## config.mk

```make
export PLATFORM = sky130hd
export DESIGN_NAME = key_state_change_events
export DESIGN_NICKNAME = d
export VERILOG_FILES = /design/src/hw/rtl/kse_pkg.sv /design/src/hw/rtl/kse_deser.sv /design/src/hw/rtl/kse_scan.sv /design/src/hw/rtl/key_state_change_events.sv
export SDC_FILE = /design/constraint.sdc
export NUM_CORES = 1
export LEC_CHECK = 0
export ABC_AREA = 1
export BUFFER_PORTS_ARGS = -buffer_cell sky130_fd_sc_hd__buf_2
export CORE_UTILIZATION = 40
export DETAILED_ROUTE_END_ITERATION = 16
export PLACE_DENSITY = 0.64
export SYNTH_ARGS = -nofsm -noshare
export SYNTH_HDL_FRONTEND = slang
export SYNTH_SLANG_ARGS = --single-unit
export TNS_END_PERCENT = 50
```

## constraint.sdc

```tcl
create_clock -name aclk -period 7.1 [get_ports aclk]
set_clock_uncertainty 0.2 [all_clocks]
set_input_delay 0.355 -clock aclk [delete_from_list [all_inputs] [get_ports aclk]]
set_output_delay 0.355 -clock aclk [all_outputs]
set_load 0.1 [all_outputs]
```

## src/hw/rtl/kse_pkg.sv

```systemverilog
// Package with the constants and types of the key state change block.
package kse_pkg;

    localparam int PACKET_BYTES = 8;
    localparam int KEY_COUNT    = 64;
    localparam int PKT_BITS     = PACKET_BYTES * 8;
    localparam int POS_W        = (PACKET_BYTES > 1) ? $clog2(PACKET_BYTES) : 1;
    localparam int IDX_W        = 6;
    localparam int CNT_W        = IDX_W + 1;

    typedef struct packed {
        logic                load;
        logic [PKT_BITS-1:0] bits;
    } kse_word_t;

    typedef enum logic [1:0] {
        SC_IDLE,
        SC_SCAN,
        SC_FLUSH
    } kse_scan_state_t;

endpackage

```

## src/hw/rtl/kse_deser.sv

```systemverilog
// Byte deserializer that shifts received bytes into one key-state word.
module kse_deser import kse_pkg::*; (
    input  logic            aclk,
    input  logic            aresetn,
    input  logic            enable,
    input  logic            byte_accept,
    input  logic [7:0]      rx_byte,
    output kse_word_t       word
);

    logic [POS_W-1:0]    pos_reg;
    logic [POS_W-1:0]    pos_next;
    logic [PKT_BITS-1:0] asm_reg;
    logic [PKT_BITS-1:0] asm_next;
    logic [PKT_BITS-1:0] asm_shift;
    logic                last_byte;

    generate
        if (PKT_BITS == 8) begin : g_single
            assign asm_shift = rx_byte;
        end else begin : g_multi
            assign asm_shift = {rx_byte, asm_reg[PKT_BITS-1:8]};
        end
    endgenerate

    assign last_byte = (pos_reg == POS_W'(PACKET_BYTES - 1));

    always_comb begin
        pos_next = pos_reg;
        asm_next = asm_reg;
        if (byte_accept) begin
            if (!enable) begin
                pos_next = '0;
            end else begin
                asm_next = asm_shift;
                pos_next = last_byte ? '0 : pos_reg + POS_W'(1);
            end
        end
    end

    always_ff @(posedge aclk) begin
        if (!aresetn) begin
            pos_reg <= '0;
        end else begin
            pos_reg <= pos_next;
        end
    end

    always_ff @(posedge aclk) begin
        asm_reg <= asm_next;
    end

    assign word.load = byte_accept && enable && last_byte;
    assign word.bits = asm_shift;

endmodule

```

## src/hw/rtl/kse_scan.sv

```systemverilog
// Bit-serial compare of a new key-state word against the stored word, with event output.
module kse_scan import kse_pkg::*; (
    input  logic             aclk,
    input  logic             aresetn,
    input  kse_word_t        word,
    output logic             busy,
    input  logic             m_tready,
    output logic             m_tvalid,
    output logic [IDX_W-1:0] key_index,
    output logic             key_level,
    output logic             last_event
);

    kse_scan_state_t     state_reg, state_next;
    logic [IDX_W-1:0]    idx_reg, idx_next;
    logic [PKT_BITS-1:0] new_reg, new_next;
    logic [KEY_COUNT-1:0] prev_reg, prev_next;
    logic                pend_valid_reg, pend_valid_next;
    logic [IDX_W-1:0]    pend_index_reg, pend_index_next;
    logic                pend_level_reg, pend_level_next;
    logic                out_valid_reg, out_valid_next;
    logic [IDX_W-1:0]    out_index_reg, out_index_next;
    logic                out_level_reg, out_level_next;
    logic                out_last_reg, out_last_next;
    logic                new_bit;
    logic                diff_bit;
    logic                out_free;

    assign new_bit  = ({1'b0, idx_reg} < CNT_W'(PKT_BITS)) ? new_reg[0] : 1'b0;
    assign diff_bit = new_bit ^ prev_reg[0];
    assign out_free = !out_valid_reg || m_tready;

    always_comb begin
        state_next      = state_reg;
        idx_next        = idx_reg;
        new_next        = new_reg;
        prev_next       = prev_reg;
        pend_valid_next = pend_valid_reg;
        pend_index_next = pend_index_reg;
        pend_level_next = pend_level_reg;
        out_valid_next  = out_valid_reg && !m_tready;
        out_index_next  = out_index_reg;
        out_level_next  = out_level_reg;
        out_last_next   = out_last_reg;
        unique case (state_reg)
            SC_IDLE: begin
                if (word.load) begin
                    new_next   = word.bits;
                    idx_next   = '0;
                    state_next = SC_SCAN;
                end
            end
            SC_SCAN: begin
                if (!(diff_bit && pend_valid_reg && !out_free)) begin
                    prev_next = {new_bit, prev_reg[KEY_COUNT-1:1]};
                    new_next  = new_reg >> 1;
                    idx_next  = idx_reg + IDX_W'(1);
                    if (diff_bit) begin
                        if (pend_valid_reg) begin
                            out_valid_next = 1'b1;
                            out_index_next = pend_index_reg;
                            out_level_next = pend_level_reg;
                            out_last_next  = 1'b0;
                        end
                        pend_valid_next = 1'b1;
                        pend_index_next = idx_reg;
                        pend_level_next = new_bit;
                    end
                    if (idx_reg == IDX_W'(KEY_COUNT - 1)) begin
                        state_next = SC_FLUSH;
                    end
                end
            end
            SC_FLUSH: begin
                if (!pend_valid_reg) begin
                    state_next = SC_IDLE;
                end else if (out_free) begin
                    out_valid_next  = 1'b1;
                    out_index_next  = pend_index_reg;
                    out_level_next  = pend_level_reg;
                    out_last_next   = 1'b1;
                    pend_valid_next = 1'b0;
                    state_next      = SC_IDLE;
                end
            end
            default: begin
                state_next = SC_IDLE;
            end
        endcase
    end

    always_ff @(posedge aclk) begin
        if (!aresetn) begin
            state_reg      <= SC_IDLE;
            prev_reg       <= '0;
            pend_valid_reg <= 1'b0;
            out_valid_reg  <= 1'b0;
        end else begin
            state_reg      <= state_next;
            prev_reg       <= prev_next;
            pend_valid_reg <= pend_valid_next;
            out_valid_reg  <= out_valid_next;
        end
    end

    always_ff @(posedge aclk) begin
        idx_reg        <= idx_next;
        new_reg        <= new_next;
        pend_index_reg <= pend_index_next;
        pend_level_reg <= pend_level_next;
        out_index_reg  <= out_index_next;
        out_level_reg  <= out_level_next;
        out_last_reg   <= out_last_next;
    end

    assign busy       = (state_reg != SC_IDLE);
    assign m_tvalid   = out_valid_reg;
    assign key_index  = out_index_reg;
    assign key_level  = out_level_reg;
    assign last_event = out_last_reg;

endmodule

```

## src/hw/rtl/key_state_change_events.sv

```systemverilog
// Top level of the key state change event block.
// Each accepted item is one received byte; eight bytes, first byte lowest, form a 64-bit
// key-state word. A byte that does not complete a word is taken without a stall. The byte that
// completes a word starts a bit-serial scan that walks the 64 keys one per cycle against the
// stored word, pausing while m_tready holds back a pending event, and then releases the final
// event; s_tready stays low through the scan and the release. One item leaves per
// changed key in ascending key order, with m_tlast on the last one. While enable is 0 bytes
// are taken and dropped and the next byte starts a new word.
module key_state_change_events import kse_pkg::*; (
    input  logic       aclk,
    input  logic       aresetn,
    input  logic       cfg_wr_en,
    input  logic       cfg_wr_data,
    input  logic       s_tvalid,
    output logic       s_tready,
    input  logic [7:0] s_tdata,   // [7:0] rx_byte
    output logic       m_tvalid,
    input  logic       m_tready,
    output logic [7:0] m_tdata,   // [5:0] key_index, [6] key_level, [7] zero
    output logic       m_tlast    // last_event
);

    logic             enable_reg;
    logic             busy;
    logic             byte_accept;
    kse_word_t        word;
    logic [IDX_W-1:0] key_index;
    logic             key_level;

    always_ff @(posedge aclk) begin
        if (!aresetn) begin
            enable_reg <= 1'b0;
        end else if (cfg_wr_en) begin
            enable_reg <= cfg_wr_data;
        end
    end

    assign s_tready    = !busy;
    assign byte_accept = s_tvalid && s_tready;

    kse_deser u_deser (
        .aclk        (aclk),
        .aresetn     (aresetn),
        .enable      (enable_reg),
        .byte_accept (byte_accept),
        .rx_byte     (s_tdata),
        .word        (word)
    );

    kse_scan u_scan (
        .aclk       (aclk),
        .aresetn    (aresetn),
        .word       (word),
        .busy       (busy),
        .m_tready   (m_tready),
        .m_tvalid   (m_tvalid),
        .key_index  (key_index),
        .key_level  (key_level),
        .last_event (m_tlast)
    );

    assign m_tdata = {1'b0, key_level, key_index};

endmodule

```

# After elaboration in Yosys (flattened, before gate mapping)
# Cells that the tools add are included.
[op_classes]
reduce_logical = 22
eq_ne = 12
bitwise_logic = 2
n_mux = 43
n_addsub = 2
[op_table]
columns = ["operator", "count"]
rows = [
  ["2-to-1 mux 64 bit", 2],
  ["one-hot mux 64 bit (2 select lines)", 1],
  ["2-to-1 mux 6 bit", 7],
  ["one-hot mux 6 bit (2 select lines)", 2],
  ["2-to-1 mux 1 bit", 19],
  ["2-to-1 mux 2 bit", 5],
  ["!= test 2 x 1 -> 1 bit, second input constant", 5],
  ["AND reduction 3 bit", 3],
  ["one-hot mux 1 bit (2 select lines)", 4],
  ["adder 6 x 1 -> 6 bit, second input constant", 1],
  ["equality test 6 bit, second input constant", 1],
  ["logical AND 1 bit", 6],
  ["2-to-1 mux 3 bit", 2],
  ["one-hot mux 2 bit (3 select lines)", 1],
  ["AND reduction 6 bit", 1],
  ["nonzero test 2 bit", 3],
  ["zero test 1 bit", 4],
  ["!= test 2 bit, second input constant", 2],
  ["AND reduction 2 bit", 2],
  ["AND reduction 4 bit", 1],
  ["adder 3 x 1 -> 3 bit, second input constant", 1],
  ["equality test 3 bit, second input constant", 1],
  ["!= test 3 bit, second input constant", 1],
  ["equality test 2 x 1 -> 1 bit, second input constant", 1],
  ["5 further kinds", 5],
]
[totals]
word_cells = 95
reg_bits = 221

# Longest topological paths before layout
# Gate-level depths: netlist (run 1).
[logic_depth]
depth_word = 7
mapped_depth = 11

# Modules after synthesis
# From an unflattened synthesis (run 1), not the netlist that was laid out.
[hier_totals]
cells_unflattened = 741
area_unflattened_um2 = 7988.9
[by_module_without_submodules]
columns = ["module", "cells_per_inst", "area_per_inst_um2", "instances"]
rows = [
  ["kse_scan", 641, 6002.0, 1],
  ["kse_deser", 88, 1915.6, 1],
  ["key_state_change_events", 12, 71.3, 1],
]

# Worst setup path before layout (run 1)
# OpenSTA, ideal clock, no wires.
[synth_path]
path_kind = "reg-to-reg"
startpoint = "register u_scan.state_reg[0]"
endpoint = "register u_scan.idx_reg[0], enable pin"
period_less_slack_ns = 6.348
arrival_ns = 5.649
setup_ns = 0.499
stages_incl_launch_ff = 9
required_ns = 6.401
n_path_buf = 0
slack_ns = 0.752
cell_sequence = "dfxtp_1 -> inv_1 -> ha_1 -> nand2_2 -> nor2_4 -> nand2_1 -> nand2_1 -> o21ai_0 -> nor2_1"
[synth_between]
elab_chain_cells = 7
[synth_lines]
columns = ["element", "line_no", "text"]
rows = [
  ["start: declaration", "kse_scan.sv:14", "kse_scan_state_t state_reg, state_next;"],
  ["start signal: assignment", "kse_scan.sv:99", "state_reg <= state_next;"],
  ["nonzero test 2 bit", "kse_scan.sv:116", "assign busy = (state_reg != SC_IDLE);"],
  ["zero test 1 bit", "key_state_change_events.sv:38", "assign s_tready = !busy;"],
  ["net s_tready", "key_state_change_events.sv:15", "output logic s_tready,"],
  ["logical AND 1 bit", "key_state_change_events.sv:39", "assign byte_accept = s_tvalid && s_tready;"],
  ["logical AND 1 bit (2 in a row)", "kse_deser.sv:53", "assign word.load = byte_accept && enable && last_byte;"],
  ["!= test 2 bit (no line)", "-", ""],
  ["AND reduction 3 bit (no line)", "-", ""],
  ["end signal: assignment", "kse_scan.sv:107", "idx_reg <= idx_next;"],
  ["end: declaration", "kse_scan.sv:15", "logic [IDX_W-1:0] idx_reg, idx_next;"],
]
# The timed path passes the listed nets, and every way through them passes these cells.
# A chain may end at the register's enable or synchronous reset.

# Worst setup path in the final report (run 1)
[layout_path]
startpoint = "register u_scan.state_reg[0]"
endpoint = "register u_scan.new_reg[3], enable pin"
[layout_between]
elab_chain_cells = 7
[layout_lines]
columns = ["element", "line_no", "text"]
rows = [
  ["nonzero test 2 bit", "kse_scan.sv:116", ""],
  ["zero test 1 bit", "key_state_change_events.sv:38", ""],
  ["logical AND 1 bit", "key_state_change_events.sv:39", ""],
  ["logical AND 1 bit (2 in a row)", "kse_deser.sv:53", ""],
  ["!= test 2 bit (no line)", "-", ""],
  ["AND reduction 3 bit (no line) *", "-", ""],
  ["end signal: assignment", "kse_scan.sv:108", "new_reg <= new_next;"],
  ["end: declaration", "kse_scan.sv:16", "logic [PKT_BITS-1:0] new_reg, new_next;"],
]
# Every way passes the cells marked *; elsewhere a longest branch is shown, timed or not.

==> results of run 1 <==
[kinds of logic after synthesis]
logic type,after synthesis,share of synthesized area
buffers and inverters,62,0.0516
XOR/XNOR,2,0.00206
AO/OA/AOI/OAI,76,0.0675
adder cells (fa/ha/maj),6,0.00884
flip-flops,213,0.669
other,1,0.000442
AND/OR/NAND/NOR,376,0.201
[worst max-delay path by stage]
| stage | start | end | cells after the start |
|---|---|---|---|
| 2_1_floorplan | u_scan.state_reg[0] | u_scan.idx_reg[0] | 8 |
| 3_3_place_gp | u_scan.state_reg[1] | u_scan.prev_reg[0] | 6 |
| 3_5_place_dp | u_scan.state_reg[0] | u_scan.new_reg[62] | 10 |
| 4_1_cts | u_scan.state_reg[0] | u_scan.new_reg[59] | 10 |
| 5_1_grt | u_scan.state_reg[0] | u_scan.new_reg[42] | 10 |
| 6_report | u_scan.state_reg[0] | u_scan.new_reg[3] | 10 |
[critical path, stage by stage, from the launching register on]
cell,delay [ns]
dfxtp_1,0.34
inv_1,0.09
ha_1,0.25
nand2_2,0.12
nor2_4,0.09
buf_4,0.61
nand2_1,0.10
nand2_1,0.11
o21ai_0,0.14
nor2_4,0.13
buf_4,0.69
[where the power goes]
part | switching (uW) | leakage (uW) | total (uW) | internal, uW
Combinational | 92.7 | 0.00104 | 121 | 27.9
Clock | 445 | 0.000318 | 1050 | 608
Sequential | 8.73 | 0.00187 | 1370 | 1360
Total | 546 | 0.00323 | 2540 | 1990
[cell type report]
type	instances	area [sq um]	area share
Inverter	17	63.8	0.00680
Multi-Input combinational cell	461	2390	0.255
Clock buffer	33	623	0.0664
Tap cell	270	338	0.0360
Timing Repair Buffer	38	255	0.0272
Sequential cell	213	5680	0.605
Clock inverter	7	37.5	0.00400
[cell usage in the layout (no fill, tap or decap)]
cell type      netlist  final
nand2_1            229    229
edfxtp_1           141    141
dfxtp_1             72     72
nand3_1             59     59
nand2_2             52     52
a21oi_2             50     50
clkbuf_16            0     23
buf_2               19     23
nor2_1              21     20
a21oi_1             19     19
inv_1               15     13
dlygate4sd3_1        0     11
nand3_2              9      9
clkbuf_1             5      9
o21ai_0              5      5
ha_1                 6      5
inv_2                2      4
buf_4                5      4
nor2_4               2      3
clkinv_1             0      3
nand2_4              2      2
clkinv_2             0      2
nor3_1               1      1
xor2_1               1      1
nor2_2               1      1
a22oi_1              1      1
xnor2_1              1      1
o211ai_1             1      1
ha_4                 0      1
conb_1               1      1
clkinv_4             0      1
clkinvlp_4           0      1
clkbuf_8             0      1
[metal layers]
metal / GRT usage / wire length [microns] / vias up
met4: 0.0397 / 305 / 0
met1: 0.157 / 6250 / 2340
met5: 0 / 0 / -
met3: 0.0247 / 422 / 23
li1: - / - / 2506
met2: 0.208 / 5840 / 66
[repair_timing]
| action | in CTS | in global routing |
|---|---|---|
| endpoints found under the hold margin | 22 | 0 |
| setup endpoints to repair | 0 | 0 |
| hold buffers | 11 | 0 |
[through the flow]
| stage | setup slack [ns] | hold slack, ns | std cells | cell area [sq um] | power (uW) |
|---|---|---|---|---|---|
| 2_1_floorplan | 0.752 | 0.200 | 736 | 8490 | 1490 |
| 4_1_cts | 3.68 | 0.0297 | 1039 | 9390 | 2580 |
| 3_5_place_dp | 3.71 | 0.207 | 988 | 8620 | 1510 |
| 5_1_grt | 3.40 | 0.0649 | 1039 | 9390 | 2630 |
| 6_report | 3.75 | 0.0412 | 1039 | 9390 | 2540 |
| 3_3_place_gp | 3.74 | 0.202 | 988 | 8620 | 1510 |
==> results.md, run 1 <==
* Worst Setup End Kind: flip-flop
* Cell Rows at 52
* Most numerous cell in the Yosys netlist: nand2_1
* Synth unique cells at 29
* Final setup viols at 0
* Post-Syn Area at 8490 sq um
* Inserted Diodes at 0
* # clock sinks at 213
* RSZ-0062 raised after global routing: no
* Total negative slack at 0 ns
* Total gr overflow at 0
* Final Util at 0.458
* GP Congestion at 0.729
* Hold worst-path end: u_deser.pos_reg[1]
* Main area contributors after synthesis: edfxtp_1 50%, dfxtp_1 17%, nand2_1 10%
* CTS tree: done
* Final ANT Viol Nets at 0
* Wirelength per Cell at 12.3 microns
* Syn nets at 756
* Clk slew on worst S/H paths at 0.06 ns
* Status: finished, final reports clean
* Longest Clk Path Bufs at 3
* R2R cell count at 10
* Total GRT Usage at 0.123
* Antenna violations before repair at 0
* Nets@finish at 774
* Cell Pwr Density at 270 nW/um^2
* Final HPWL DP at ~6.5 mm
* Vias in the first global route at 4959
* HP Class: primary input to flip-flop
* Share of layout cells above drive strength 1 at 0.230
* Vias/cell at 4.75
* CTS Buf Count at 23
* Total core area at 20500 sq um
* Die width at 148 microns
* CP Data Arrival Time at 3.26 ns
* I/O Buffers at 23
* Fraction of registers with async set/reset at 0
* Sequential element share of the synthesized area at 0.669
* Synth warn at 0
* Die area at 21800 sq um
* Fmax at 299 MHz
* Largest net degree at the start of global routing at 76
* Yosys reg bits at 213
* First-pass GRT wire length at 22.5 mm
* # IOs at 25
* # fillers at 1923
* Synth Instances at 736
* Primary FF master, synth: edfxtp_1
* Post-CTS sizing at 0
* Die height at 148 microns
* Peak supply drop at 0.203 mV
* Final Max Tran Viols at 0
* Critical-path maximum fanout at 70
* Area Growth Syn to Fin at 10.6%
* Synth area leader: edfxtp_1
* Worst R2R Start: u_scan.state_reg[0]
* Critical Path RT at 7.01 ns
* Tcrit/Tclk final at 0.471
* Reg2reg end: u_scan.new_reg[3]
* WHS Path Cells at 4
* Worst skew pair latency at between 0.4 and 0.5 ns
* Hold Crit Start: s_tvalid
* Setup CP Type: flip-flop to flip-flop
* Vias post-DR at 4935
* Post-synth top cells: 229 x nand2_1, 141 x edfxtp_1, 72 x dfxtp_1
* Initial Utilization at 0.414
* Yosys top cell area share at 0.499
* CTS H-Tree Depth at 1
* Post-CTS setup buffer count at 0
* First drt pass iteration count at 4
* Number of max-cap violations at 0
* Mapped Avg Cell Area at approximately 12 sq um
* Fin crit period at 3.35 ns
* CP Launch Type: flip-flop
* Fin. Hold Viols at 0
* CTS Root Cell: clkbuf_16
* Worst-Margin Slew at 1.16 ns
* Drt first-iter violations at 414
* Aggregate routed wire length at 12.8 mm
* R2R setup slack at 3.75 ns
* Number of synthesized flops with an enable pin at between 100 and 150
* Leak pwr at roughly 0.0032 uW
* Rel. slew slack at 0.227
* Residual DRC at 0
(Power assumes the default switching activity.)
==> run 2, diff against run 1 <==
--- a/config.mk
+++ b/config.mk
@@ -9,7 +9,7 @@
 export BUFFER_PORTS_ARGS = -buffer_cell sky130_fd_sc_hd__buf_2
 export CORE_UTILIZATION = 40
 export DETAILED_ROUTE_END_ITERATION = 16
-export PLACE_DENSITY = 0.64
+export PLACE_DENSITY = 0.66
 export SYNTH_ARGS = -nofsm -noshare
 export SYNTH_HDL_FRONTEND = slang
 export SYNTH_SLANG_ARGS = --single-unit
==> constraint.sdc (replaced) <==
create_clock -name aclk -period 2.8 [get_ports aclk]
set_clock_uncertainty 0.2 [all_clocks]
set_input_delay 0.14 -clock aclk [delete_from_list [all_inputs] [get_ports aclk]]
set_output_delay 0.14 -clock aclk [all_outputs]
set_load 0.1 [all_outputs]
==> results.md, run 2 (synthesis gave the netlist of run 1 again) <==
* CP Data Arrival Time at 2.18 ns
* CTS Root Cell: clkbuf_16
* I/O Buffers at 23
* Final Max Tran Viols at 0
* Largest net degree at the start of global routing at 65
* Post-CTS sizing at 0
* CP Launch Type: flip-flop
* Antenna violations before repair at 0
* Wirelength per Cell at 12.4 microns
* Share of layout cells above drive strength 1 at 0.245
* WHS Path Cells at 2
* Total gr overflow at 0
* Reg2reg end: u_scan.pend_index_reg[1]
* Worst-Margin Slew at between 0.7 and 0.8 ns
* R2R cell count at 6
* Worst path slowest cell: buf_4
* R2R setup slack at 0.60 ns
* Residual DRC at 0
* CTS tree: done
* # IOs at 25
* Longest Clk Path Bufs at 3
* Critical-path maximum fanout at 64
* HP Class: primary input to flip-flop
* Cell Pwr Density at 701 nW/um^2
* Fin crit period at 2.20 ns
* Final setup viols at 0
* Peak supply drop at 0.526 mV
* Final ANT Viol Nets at 0
* Die height at 148 microns
* Fin. Hold Viols at 0
* CTS Buf Count at 23
* Leak pwr at 0.00333 uW
* Critical Path RT at 2.78 ns
* Total core area at ~20000 sq um
* Initial Utilization at 0.414
* Vias post-DR at 4946
* Worst hold slack at between 0.15 and 0.2 ns
* Cell Rows at 52
* Status: finished, final reports clean
* Final HPWL DP at 6.86 mm
* Die width at ~150 microns
* Number of max-cap violations at 0
* CTS H-Tree Depth at 1
* Total GRT Usage at 0.123
* Aggregate routed wire length at approximately 13 mm
* Most common cell after layout, fill and taps aside: nand2_1
* Total negative slack at 0 ns
* GP Congestion at 0.713
* FF/Latch Area at 5680 sq um
* Delay of the slowest cell on the worst path at 0.54 ns
* Nets@finish at 780
* Rel. slew slack at 0.486
* Setup CP Type: flip-flop to flip-flop
* Vias in the first global route at 4910
* Worst R2R Start: u_scan.new_reg[0]
* Fmax at roughly 450 MHz
* # fillers at approximately 1900
* # clock sinks at 213
* Crit path capture: u_scan.pend_index_reg[1]
* First-pass GRT wire length at about 22 mm
* Clk slew on worst S/H paths at 0.06 ns
* Inserted Diodes at 0
* Tcrit/Tclk final at 0.786
* Worst Setup End Kind: flip-flop
* Post-CTS setup buffer count at 0
* RSZ-0062 raised after global routing: no
* Crit path cell chain: nand2_1 > nand2_2 > nand2_4 > buf_4 > nand3_1 > inv_1
* Drt first-iter violations at about 310
* Commonest cells after routing, fill and taps aside: 229 x nand2_1, 141 x edfxtp_1, 71 x dfxtp_1
* Setup crit start: u_scan.new_reg[0]
* First drt pass iteration count at 4
* Area Growth Syn to Fin at 12.9%
* Vias/cell at 4.73
* Worst skew pair latency at 0.49 ns
* Die area at 21800 sq um
* Multi-input logic area at between 2000 and 2500 sq um
-- run 2: changes by cell type in the layout (fill, tap and decap cells not counted), sizes merged, moves of 2 or more --
| cell | delta |
|---|---|
| clkbuf | -5 |
| buf | +4 |
| bufinv | +3 |
| clkinv | +2 |
| dlygate4sd3 | +2 |
-- run 2: repair_timing --
item / in CTS / in global routing
hold buffers: 13 / 0
endpoints found under the hold margin: 37 / 0
endpoints found under the setup margin: 0 / 0
-- run 2: how the worst min path moves through the flow --
stage,slack (ns),to,from
global route,0.17,u_deser.asm_reg[61],s_tdata[5]
finish,0.17,u_deser.asm_reg[58],s_tdata[2]
floorplan,0.04,u_deser.asm_reg[56],s_tdata[0]
CTS,0.15,u_deser.asm_reg[59],s_tdata[3]
detailed placement,0.13,u_deser.asm_reg[61],s_tdata[5]
global placement,0.13,u_deser.asm_reg[59],s_tdata[3]
-- run 2: area by class of cell --
class	instances	area share
well taps	270	0.0353
repair buffers	44	0.0371
flip-flops and latches	213	0.593
multi-input cells	461	0.252
inverters	17	0.00666
clock buffers	28	0.0620
clock inverters	12	0.0141
-- run 2: routing by layer --
layer	GRT usage	share of wire	wire (microns)
met3	0.0235	0.030	393
met5	0	0	0
met4	0.0397	0.026	343
met1	0.157	0.48	6260
met2	0.209	0.46	6000
-- run 2: through the flow --
step	utilization	instance area [sq um]	total power, uW	cells	setup WS [ns]
after detailed placement	0.425	8720	3850	992	0.580
after global routing	0.467	9580	6950	1045	0.428
after global placement	0.425	8720	3840	992	0.631
after CTS	0.467	9580	6800	1045	0.567
final	0.467	9580	6710	1045	0.600
after floorplan	-	8520	3780	736	-0.953
-- run 2: power breakdown --
group	internal [uW]	switching, uW	leakage (uW)
clock	1780	1140	0.000361
combinational	88.8	240	0.00109
sequential	3440	21.8	0.00187
total	5310	1410	0.00333
-- run 2: critical path, delay by kind of cell (launching register included) --
family / cells / cell delay, ns
buf+inv: 2 / 0.79
simple gates: 4 / 0.46
flops: 1 / 0.43
